`src/hdl/rcpm_pkg.sv`:
```
// Shared types, constants and helper functions of the rounded corner pixel mask.
package rcpm_pkg;

  // Default for the largest frame dimension.
  localparam int MAX_DIM_DEFAULT = 4096;

  // Field and register widths.
  localparam int PIX_W      = 32;
  localparam int DIM_REG_W  = 13;
  localparam int PREF_W     = 2;
  localparam int DPI_W      = 10;
  localparam int APB_DATA_W = 32;
  localparam int APB_ADDR_W = 4;

  // The largest radius is 8 * 1023 / 96 = 85, which needs seven bits.
  localparam int RAD_W = 7;

  // Corner preference codes with a radius of their own.
  localparam logic [PREF_W-1:0] PREF_SQUARE = 2'd1;
  localparam logic [PREF_W-1:0] PREF_SMALL  = 2'd3;

  // Logical radii and the reference resolution.
  localparam int LOGICAL_SMALL = 4;
  localparam int LOGICAL_LARGE = 8;
  localparam int DPI_NOMINAL   = 96;

  // Reset values of the registers.
  localparam logic [DIM_REG_W-1:0] DIM_RESET  = 13'd1;
  localparam logic [PREF_W-1:0]    PREF_RESET = PREF_SQUARE;
  localparam logic [DPI_W-1:0]     DPI_RESET  = 10'(DPI_NOMINAL);

  // dpi * 8 / 96 equals dpi / 12; 683 / 2^13 approximates 1/12 closely enough
  // that the truncated product is exact for every ten-bit dpi.
  localparam int RECIP_12     = 683;
  localparam int RECIP_SHIFT  = 13;
  localparam int RECIP_PROD_W = DPI_W + 10;

  // Register indexes of the configuration port.
  typedef enum logic [1:0] {
    REG_FRAME_WIDTH  = 2'd0,
    REG_FRAME_HEIGHT = 2'd1,
    REG_CORNER_PREF  = 2'd2,
    REG_SCREEN_DPI   = 2'd3
  } cfg_reg_t;

  // Corner radius in device pixels for a preference and a dpi setting.
  function automatic logic [RAD_W-1:0] corner_radius(
    input logic [PREF_W-1:0] pref,
    input logic [DPI_W-1:0]  dpi
  );
    logic [DPI_W-1:0]        dpi_eff;
    logic [RECIP_PROD_W-1:0] prod;
    logic [RAD_W-1:0]        r_large;
    logic [RAD_W-1:0]        result;
    dpi_eff = (dpi == '0) ? DPI_W'(DPI_NOMINAL) : dpi;
    prod    = RECIP_PROD_W'(dpi_eff) * RECIP_PROD_W'(RECIP_12);
    r_large = RAD_W'(prod >> RECIP_SHIFT);
    case (pref)
      PREF_SQUARE: result = '0;
      PREF_SMALL:  result = r_large >> 1;
      default:     result = r_large;
    endcase
    return result;
  endfunction

endpackage

```
`src/hdl/rcpm_if.sv`:
```
// Stream interfaces for the pixel input and the masked pixel output.
interface rcpm_in_if;
  import rcpm_pkg::*;

  logic             valid;
  logic             ready;
  logic [PIX_W-1:0] pixel_in;

  modport source (output valid, output pixel_in, input ready);
  modport sink   (input valid, input pixel_in, output ready);
endinterface

interface rcpm_out_if;
  import rcpm_pkg::*;

  logic             valid;
  logic             ready;
  logic [PIX_W-1:0] pixel_out;
  logic             was_cleared;
  logic             frame_last;

  modport source (output valid, output pixel_out, output was_cleared, output frame_last,
                  input ready);
  modport sink   (input valid, input pixel_out, input was_cleared, input frame_last,
                  output ready);
endinterface

```
`src/hdl/rounded_corner_pixel_mask_core.sv`:
```
// Rounded corner pixel mask: clears pixels outside the quarter circles in the frame corners.
//
//  channel  | direction | handshake              | payload
//  ---------+-----------+------------------------+-----------------------------------------
//  in_ch    | in        | valid / ready          | pixel_in[31:0]
//  out_ch   | out       | valid / ready          | pixel_out[31:0], was_cleared, frame_last
//  APB      | in        | psel, penable, pready  | paddr[3:0], pwdata / prdata [31:0]
//
// One transaction is accepted per clock unless the output stalls; each result passes
// through the position stage followed by the circle test stage.
// Reset sets width and height to 1, square corners, 96 dpi and both counters to zero.
// While out_ch.ready is low a full output register holds, and in_ch.ready falls only
// once the position stage is full as well. A width or height write restarts the frame.
module rounded_corner_pixel_mask_core #(
  parameter int MAX_DIMENSION = rcpm_pkg::MAX_DIM_DEFAULT
) (
  input  logic                             clk,
  input  logic                             rst_n,
  rcpm_in_if.sink                          in_ch,
  rcpm_out_if.source                       out_ch,
  input  logic                             psel,
  input  logic                             penable,
  input  logic                             pwrite,
  input  logic [rcpm_pkg::APB_ADDR_W-1:0]  paddr,
  input  logic [rcpm_pkg::APB_DATA_W-1:0]  pwdata,
  output logic [rcpm_pkg::APB_DATA_W-1:0]  prdata,
  output logic                             pready
);
  import rcpm_pkg::*;

  // Counter width covers positions up to MAX_DIMENSION-1, dimension width MAX_DIMENSION.
  localparam int CW   = (MAX_DIMENSION > 1) ? $clog2(MAX_DIMENSION) : 1;
  localparam int DW   = $clog2(MAX_DIMENSION + 1);
  localparam int SQ_W = 2 * RAD_W + 2;

  // Dimension register value as used: zero counts as one, large values clamp.
  function automatic logic [DW-1:0] eff_dim(input logic [DIM_REG_W-1:0] v);
    logic [DW-1:0] d;
    if (v == '0) begin
      d = DW'(1);
    end else if (32'(v) > 32'(MAX_DIMENSION)) begin
      d = DW'(MAX_DIMENSION);
    end else begin
      d = DW'(v);
    end
    return d;
  endfunction

  // Configuration registers and the radius derived from them.
  logic [DIM_REG_W-1:0] width_r, width_nxt;
  logic [DIM_REG_W-1:0] height_r, height_nxt;
  logic [PREF_W-1:0]    pref_r, pref_nxt;
  logic [DPI_W-1:0]     dpi_r, dpi_nxt;
  logic [RAD_W-1:0]     radius_r, radius_nxt;

  // Pixel position counters.
  logic [CW-1:0]        col_r, col_nxt;
  logic [CW-1:0]        row_r, row_nxt;

  // Position stage.
  logic                 s1_valid_r, s1_valid_nxt;
  logic [PIX_W-1:0]     s1_pixel_r;
  logic [RAD_W-1:0]     s1_dx_r;
  logic [RAD_W-1:0]     s1_dy_r;
  logic                 s1_corner_r;
  logic                 s1_last_r;

  // Output register.
  logic                 out_valid_r, out_valid_nxt;
  logic [PIX_W-1:0]     out_pixel_r;
  logic                 out_cleared_r;
  logic                 out_last_r;

  // Handshake and combinational terms.
  logic                 cfg_wr;
  cfg_reg_t             cfg_idx;
  logic                 out_free;
  logic                 in_acc;
  logic [DW-1:0]        w_eff;
  logic [DW-1:0]        h_eff;
  logic [CW-1:0]        w_m1;
  logic [CW-1:0]        h_m1;
  logic [CW-1:0]        col_rev;
  logic [CW-1:0]        row_rev;
  logic [CW-1:0]        dx_full;
  logic [CW-1:0]        dy_full;
  logic                 round_on;
  logic                 in_corner;
  logic                 at_last;
  logic [RAD_W:0]       a_term;
  logic [RAD_W:0]       b_term;
  logic [SQ_W-1:0]      a_sq;
  logic [SQ_W-1:0]      b_sq;
  logic [SQ_W:0]        dist_sum;
  logic [2*RAD_W-1:0]   r_sq;
  logic [SQ_W:0]        dist_lim;
  logic                 clear_pix;

  // APB decode; the port never waits.
  assign pready  = 1'b1;
  assign cfg_wr  = psel && penable && pwrite;
  assign cfg_idx = cfg_reg_t'(paddr[APB_ADDR_W-1:2]);

  always_comb begin
    case (cfg_idx)
      REG_FRAME_WIDTH:  prdata = APB_DATA_W'(width_r);
      REG_FRAME_HEIGHT: prdata = APB_DATA_W'(height_r);
      REG_CORNER_PREF:  prdata = APB_DATA_W'(pref_r);
      REG_SCREEN_DPI:   prdata = APB_DATA_W'(dpi_r);
      default:          prdata = '0;
    endcase
  end

  // Handshake: the position stage moves on whenever the output register is free.
  assign out_free    = !out_valid_r || out_ch.ready;
  assign in_ch.ready = !s1_valid_r || out_free;
  assign in_acc      = in_ch.valid && in_ch.ready;

  // Frame geometry from the dimension registers.
  assign w_eff = eff_dim(width_r);
  assign h_eff = eff_dim(height_r);
  assign w_m1  = CW'(w_eff - DW'(1));
  assign h_m1  = CW'(h_eff - DW'(1));

  // Distance to the nearest corner and the corner window test.
  assign col_rev   = w_m1 - col_r;
  assign row_rev   = h_m1 - row_r;
  assign dx_full   = (col_r < col_rev) ? col_r : col_rev;
  assign dy_full   = (row_r < row_rev) ? row_r : row_rev;
  assign round_on  = (radius_r != '0) &&
                     (32'(radius_r) <= 32'(w_eff >> 1)) &&
                     (32'(radius_r) <= 32'(h_eff >> 1));
  assign in_corner = round_on && (32'(dx_full) < 32'(radius_r)) &&
                     (32'(dy_full) < 32'(radius_r));
  assign at_last   = (col_r == w_m1) && (row_r == h_m1);

  // Circle test on doubled coordinates: (2r-2dx-1)^2 + (2r-2dy-1)^2 > 4r^2.
  assign a_term    = {radius_r, 1'b0} - {s1_dx_r, 1'b0} - (RAD_W + 1)'(1);
  assign b_term    = {radius_r, 1'b0} - {s1_dy_r, 1'b0} - (RAD_W + 1)'(1);
  assign a_sq      = SQ_W'(a_term) * SQ_W'(a_term);
  assign b_sq      = SQ_W'(b_term) * SQ_W'(b_term);
  assign dist_sum  = (SQ_W + 1)'(a_sq) + (SQ_W + 1)'(b_sq);
  assign r_sq      = (2 * RAD_W)'(radius_r) * (2 * RAD_W)'(radius_r);
  assign dist_lim  = (SQ_W + 1)'({r_sq, 2'b00});
  assign clear_pix = s1_corner_r && (dist_sum > dist_lim);

  // Next values of configuration, counters and valid flags.
  always_comb begin
    width_nxt     = width_r;
    height_nxt    = height_r;
    pref_nxt      = pref_r;
    dpi_nxt       = dpi_r;
    radius_nxt    = radius_r;
    col_nxt       = col_r;
    row_nxt       = row_r;
    s1_valid_nxt  = s1_valid_r;
    out_valid_nxt = out_valid_r;

    // Advance the position on every accepted transaction.
    if (in_acc) begin
      if (col_r >= w_m1) begin
        col_nxt = '0;
        row_nxt = (row_r >= h_m1) ? '0 : row_r + CW'(1);
      end else begin
        col_nxt = col_r + CW'(1);
      end
    end

    // Register writes; a dimension write restarts the frame.
    if (cfg_wr) begin
      case (cfg_idx)
        REG_FRAME_WIDTH: begin
          width_nxt = pwdata[DIM_REG_W-1:0];
          col_nxt   = '0;
          row_nxt   = '0;
        end
        REG_FRAME_HEIGHT: begin
          height_nxt = pwdata[DIM_REG_W-1:0];
          col_nxt    = '0;
          row_nxt    = '0;
        end
        REG_CORNER_PREF: begin
          pref_nxt   = pwdata[PREF_W-1:0];
          radius_nxt = corner_radius(pwdata[PREF_W-1:0], dpi_r);
        end
        REG_SCREEN_DPI: begin
          dpi_nxt    = pwdata[DPI_W-1:0];
          radius_nxt = corner_radius(pref_r, pwdata[DPI_W-1:0]);
        end
        default: begin
          width_nxt = width_r;
        end
      endcase
    end

    // Pipeline occupancy.
    if (out_free) begin
      out_valid_nxt = s1_valid_r;
    end
    if (in_acc) begin
      s1_valid_nxt = 1'b1;
    end else if (out_free) begin
      s1_valid_nxt = 1'b0;
    end
  end

  // Control registers.
  always_ff @(posedge clk) begin
    if (!rst_n) begin
      width_r     <= DIM_RESET;
      height_r    <= DIM_RESET;
      pref_r      <= PREF_RESET;
      dpi_r       <= DPI_RESET;
      radius_r    <= corner_radius(PREF_RESET, DPI_RESET);
      col_r       <= '0;
      row_r       <= '0;
      s1_valid_r  <= 1'b0;
      out_valid_r <= 1'b0;
    end else begin
      width_r     <= width_nxt;
      height_r    <= height_nxt;
      pref_r      <= pref_nxt;
      dpi_r       <= dpi_nxt;
      radius_r    <= radius_nxt;
      col_r       <= col_nxt;
      row_r       <= row_nxt;
      s1_valid_r  <= s1_valid_nxt;
      out_valid_r <= out_valid_nxt;
    end
  end

  // Payload registers of both stages.
  always_ff @(posedge clk) begin
    if (in_acc) begin
      s1_pixel_r  <= in_ch.pixel_in;
      s1_dx_r     <= RAD_W'(dx_full);
      s1_dy_r     <= RAD_W'(dy_full);
      s1_corner_r <= in_corner;
      s1_last_r   <= at_last;
    end
    if (out_free && s1_valid_r) begin
      out_pixel_r   <= clear_pix ? '0 : s1_pixel_r;
      out_cleared_r <= clear_pix;
      out_last_r    <= s1_last_r;
    end
  end

  assign out_ch.valid       = out_valid_r;
  assign out_ch.pixel_out   = out_pixel_r;
  assign out_ch.was_cleared = out_cleared_r;
  assign out_ch.frame_last  = out_last_r;

  // The position counters never leave the current frame.
  a_pos_in_frame: assert property (@(posedge clk) disable iff (!rst_n)
    (col_r <= w_m1) && (row_r <= h_m1))
    else $error("pixel position outside the frame");

  // The last pixel of a frame is followed by the first pixel of the next.
  a_frame_wrap: assert property (@(posedge clk) disable iff (!rst_n)
    in_acc && at_last |=> (col_r == '0) && (row_r == '0))
    else $error("counters did not wrap after the last pixel");

  // A cleared result always carries a zero pixel.
  a_cleared_zero: assert property (@(posedge clk) disable iff (!rst_n)
    out_valid_r && out_cleared_r |-> (out_pixel_r == '0))
    else $error("cleared pixel is not zero");

  // Masking only happens with an active radius.
  a_corner_radius: assert property (@(posedge clk) disable iff (!rst_n)
    in_acc && in_corner |-> (radius_r != '0))
    else $error("corner window flagged without a radius");

  // No input is taken while both stages are full and the output is held.
  a_no_overrun: assert property (@(posedge clk) disable iff (!rst_n)
    s1_valid_r && out_valid_r && !out_ch.ready |-> !in_ch.ready)
    else $error("input taken while both stages are blocked");

endmodule

```
`src/flat_wrapper.sv`:
```
// flat-port wrapper written by rule: the top's interface ports become plain ports
module rounded_corner_pixel_mask_core_flat import rcpm_pkg::*;
#(
  parameter int MAX_DIMENSION = rcpm_pkg::MAX_DIM_DEFAULT
)
  (clk, rst_n, psel, penable, pwrite, paddr, pwdata, prdata, pready, in_ch_valid, in_ch_pixel_in, in_ch_ready, out_ch_valid, out_ch_pixel_out, out_ch_was_cleared, out_ch_frame_last, out_ch_ready);
  rcpm_in_if in_ch_i ();
  rcpm_out_if out_ch_i ();
  input  logic clk;
  input  logic rst_n;
  input  logic psel;
  input  logic penable;
  input  logic pwrite;
  input  logic [rcpm_pkg::APB_ADDR_W-1:0] paddr;
  input  logic [rcpm_pkg::APB_DATA_W-1:0] pwdata;
  output logic [rcpm_pkg::APB_DATA_W-1:0] prdata;
  output logic pready;
  input wire logic [$bits(in_ch_i.valid)-1:0] in_ch_valid;
  input wire logic [$bits(in_ch_i.pixel_in)-1:0] in_ch_pixel_in;
  output wire logic [$bits(in_ch_i.ready)-1:0] in_ch_ready;
  output wire logic [$bits(out_ch_i.valid)-1:0] out_ch_valid;
  output wire logic [$bits(out_ch_i.pixel_out)-1:0] out_ch_pixel_out;
  output wire logic [$bits(out_ch_i.was_cleared)-1:0] out_ch_was_cleared;
  output wire logic [$bits(out_ch_i.frame_last)-1:0] out_ch_frame_last;
  input wire logic [$bits(out_ch_i.ready)-1:0] out_ch_ready;
  assign in_ch_i.valid = in_ch_valid;
  assign in_ch_i.pixel_in = in_ch_pixel_in;
  assign in_ch_ready = in_ch_i.ready;
  assign out_ch_valid = out_ch_i.valid;
  assign out_ch_pixel_out = out_ch_i.pixel_out;
  assign out_ch_was_cleared = out_ch_i.was_cleared;
  assign out_ch_frame_last = out_ch_i.frame_last;
  assign out_ch_i.ready = out_ch_ready;
  rounded_corner_pixel_mask_core #(.MAX_DIMENSION(MAX_DIMENSION)) u_core (.clk(clk), .rst_n(rst_n), .in_ch(in_ch_i), .out_ch(out_ch_i), .psel(psel), .penable(penable), .pwrite(pwrite), .paddr(paddr), .pwdata(pwdata), .prdata(prdata), .pready(pready));
endmodule
```
`config.mk`:
```
export PLATFORM = sky130hd
export DESIGN_NAME = rounded_corner_pixel_mask_core_flat
export DESIGN_NICKNAME = d
export VERILOG_FILES = /design/src/hdl/rcpm_pkg.sv /design/src/hdl/rcpm_if.sv /design/src/hdl/rounded_corner_pixel_mask_core.sv /design/src/flat_wrapper.sv
export SDC_FILE = /design/constraint.sdc
export NUM_CORES = 1
export LEC_CHECK = 0
export ABC_AREA = 0
export BUFFER_PORTS_ARGS = -buffer_cell sky130_fd_sc_hd__buf_2
export CORE_UTILIZATION = 45
export CTS_CLUSTER_DIAMETER = 100
export CTS_CLUSTER_SIZE = 14
export DETAILED_ROUTE_END_ITERATION = 8
export HOLD_SLACK_MARGIN = 0.08
export SETUP_SLACK_MARGIN = 0.3
export SLEW_MARGIN = 0
export SYNTH_ARGS = -nofsm -noshare
export SYNTH_HDL_FRONTEND = slang
export SYNTH_SLANG_ARGS = --single-unit
export TNS_END_PERCENT = 20
```
`constraint.sdc`:
```
create_clock -name clk -period 16.1 [get_ports clk]
set_input_delay 0 -clock clk [delete_from_list [all_inputs] [get_ports clk]]
set_output_delay 0 -clock clk [all_outputs]
set_load 0.1 [all_outputs]
```
==> impl_results.md <==
- Status: complete, no violations
- Worst path slowest cell: xnor2_1
- First-pass GRT wire length: 70,000 um
- # IOs: 144
- Fmax achieved: 100 MHz
- Startpoint types: register
- H-tree levels: 4
- Vias: 13.8k
- Nets: 2,598
- Max_slew headroom: 0.260
- Post-synth EDFFs: 82
- Synth cell types: 86
- DR DRC count: 0
- Multi-input logic area: 12,600 um2
- Inserted Diodes: 0
- Min-Delay Path Class: input port to register
- Clock-pin slew on the worst setup and hold paths: 0.07 ns
- CP Capture Type: register
- Worst-margin pin slew: 1.11 ns
- IO Port Bufs: 102
- Sequential area share after synthesis: 0.216
- Final Hold Fails: 0
- FFs w/ async S/R, synth: 0
- Starting DRT DRC Count: 577
- Inserted Clock Buffers: 17
- Fillers: 3,581
- Sum Neg Setup Slack: 0 ns
- Initial core utilization: 0.460
- Root buf cell: clkbuf_16
- Fin crit period: 9.99 ns
- Max Slew Vio Count: 0
- Fin crit share: 0.620
- Clk_lat worst skew: 0.43 ns
- Max Cap Viol: 0
- Area of the core: 39,000 um2
- Total Routed Length: 41,900 um
- Num rows: 72
- Postcts setup bufs: 0
- Area of the mapped netlist: 17,900 um2
- Number of global-route vias before repair: 14.2k
- DIE AREA: 40,700 um2
- Total grt overflow: 0
- # setup viols final: 0
- Pin count of the biggest net entering global routing: 57
- Crit-path most repeated cell: fa_1
- Vias per inst: 5.27
- Clock Skew: 0.00980 ns
- CP required: 16.39 ns
- Die H: 202 um
- Post-Syn Area per Cell: 9.12 um2
- WL per Instance: 16.0 um
- R2r worst-path depth: 33
- Antenna violations before repair: 0
- Area grow syn2layout: 11.2%
- Clk buf depth: 2
- Yosys reg bits: 153
- Reg area: 3880 um2
- Synth Flop Type: edfxtp_1
- RSZ-0062 raised after global routing: no
- Die W: 202 um
- Overall routing resource usage: 0.213
- Critical Path Max Stage Delay: 0.80 ns
- First-pass detailed-route iteration total: 5
- Routed Antenna Nets: 0
- Hold Path Cell Cnt: 2
- Dpl hpwl: 33,800 um
- Crit-path max FO: 33
- Share of layout cells above drive strength 1: 0.0907
- CTS Sinks: 153
- Crit path kind: register to register
- Critical Path AT: 10.27 ns
- CTS tree: done
- Yosys warning count: 0
- Gate Count Post-Synth: 1,968
- Placer Congestion: 0.896
## per-stage QoR
stage,setup WS (ns),hold WS [ns],util,cells,cell area [um2]
final,6.11,0.116,0.511,2623,19900
after global routing,5.19,0.146,0.511,2623,19900
after CTS,6.05,0.105,0.511,2623,19900
after detailed placement,6.09,0.178,0.484,2543,18900
after global placement,6.11,0.178,0.484,2543,18900
after floorplan,7.60,0.0989,-,1987,18000
## cell usage after synthesis (4+ instances only)
| cell type | number | area share |
|---|---|---|
| inv_1 | 305 | 0.064 |
| ha_1 | 293 | 0.20 |
| nand2_1 | 170 | 0.036 |
| nor2_1 | 141 | 0.029 |
| fa_1 | 138 | 0.15 |
| edfxtp_1 | 82 | 0.14 |
| a21oi_1 | 72 | 0.020 |
| dfxtp_1 | 71 | 0.079 |
| xnor2_1 | 57 | 0.028 |
| o21ai_0 | 56 | 0.016 |
| clkbuf_1 | 48 | 0.010 |
| a21boi_0 | 38 | 0.016 |
| nand3_1 | 36 | 0.010 |
| nor3_1 | 35 | 0.0098 |
| xor2_1 | 34 | 0.017 |
| nor2b_2 | 29 | 0.014 |
| mux2i_1 | 25 | 0.014 |
| nor2b_1 | 25 | 0.0087 |
| a21o_1 | 24 | 0.010 |
| nand2b_1 | 22 | 0.0077 |
| buf_4 | 20 | 0.0084 |
| nand4_1 | 20 | 0.0070 |
| o21a_1 | 19 | 0.0079 |
| and2_1 | 16 | 0.0056 |
| o21ai_1 | 15 | 0.0042 |
| o21bai_1 | 14 | 0.0059 |
| a211oi_1 | 12 | 0.0050 |
| and3_1 | 11 | 0.0038 |
| nor4_1 | 11 | 0.0038 |
| o211ai_1 | 10 | 0.0042 |
| o31a_1 | 7 | 0.0034 |
| or3_1 | 6 | 0.0021 |
| o221ai_1 | 5 | 0.0024 |
| o22ai_1 | 5 | 0.0017 |
| o31ai_1 | 5 | 0.0021 |
| a311oi_1 | 4 | 0.0020 |
| a31oi_1 | 4 | 0.0014 |
| nand3b_1 | 4 | 0.0017 |
| or4_1 | 4 | 0.0017 |
## routing by layer
| layer | share of wire | routed length (um) | GRT usage | vias up |
|---|---|---|---|---|
| met3 | 0.035 | 1450 | 0.0270 | 40 |
| met4 | 0.014 | 583 | 0.0498 | 0 |
| met1 | 0.47 | 19900 | 0.282 | 6616 |
| li1 | - | - | - | 6882 |
| met2 | 0.48 | 20000 | 0.369 | 285 |
| met5 | 0 | 0 | 0 | - |
## worst paths after layout
kind	from	endpoint	slack, ns
worst max-delay path	u_core.radius_r[1]	u_core.out_ch.pixel_out[17]	6.11
worst min-delay path	rst_n	u_core.dpi_r[5]	0.12
worst max register to register	u_core.radius_r[1]	u_core.out_ch.pixel_out[17]	6.11
worst min register to register	u_core.s1_last_r	u_core.out_ch.frame_last	0.42
## registers in the layout, indices dropped and copies added (netlist names), 2 cells and up
signal                   flops
u_core.col_r                12
u_core.s1_dy_r               7
u_core.row_r                12
u_core.s1_pixel_r           32
u_core.radius_r              7
u_core.pref_r                2
u_core.height_r             13
u_core.width_r              13
u_core.s1_dx_r               7
u_core.out_ch.pixel_out     32
u_core.dpi_r                10
## critical path: cells and delay by family, from the launching register on
| family | cells | cell delay [ns] |
|---|---|---|
| buffers and inverters | 5 | 0.88 |
| XOR/XNOR | 1 | 0.80 |
| AO/OA/AOI/OAI | 13 | 2.42 |
| AND/OR/NAND/NOR | 5 | 0.75 |
| flip-flops | 1 | 0.66 |
| adder cells (fa/ha/maj) | 9 | 4.28 |
## cell type report
class / instances / share of cell area
clock buffers: 18 / 0.0215
well taps: 518 / 0.0325
clock inverters: 14 / 0.00809
inverters: 307 / 0.0578
repair buffers: 158 / 0.0527
flip-flops and latches: 153 / 0.195
multi-input cells: 1455 / 0.633
## cells in the final DEF, fill, tap and decap left out, types with 29 or more instances in the layout
cell and n:
inv_1 305, ha_1 293, nand2_1 170, nor2_1 141, fa_1 138, buf_2 102
edfxtp_1 82, a21oi_1 72, dfxtp_1 71, xnor2_1 57, o21ai_0 56, dlygate4sd3_1 48
a21boi_0 38, nand3_1 36, nor3_1 35, xor2_1 34, nor2b_2 29
## kinds of logic after synthesis
logic type	synth area share
AO/OA/AOI/OAI	0.130
XOR/XNOR	0.0444
adder cells (fa/ha/maj)	0.358
buffers and inverters	0.0847
flip-flops	0.216
multiplexers	0.0177
other	0.000419
AND/OR/NAND/NOR	0.148
## repair_timing
action                                 CTS  global route
resized for setup                        0             0
endpoints found under the hold margin   72             0
hold buffers                            48             0
Power is not shown: default switching activity piles up to over one toggle a cycle in this logic, so the estimate is an artifact.
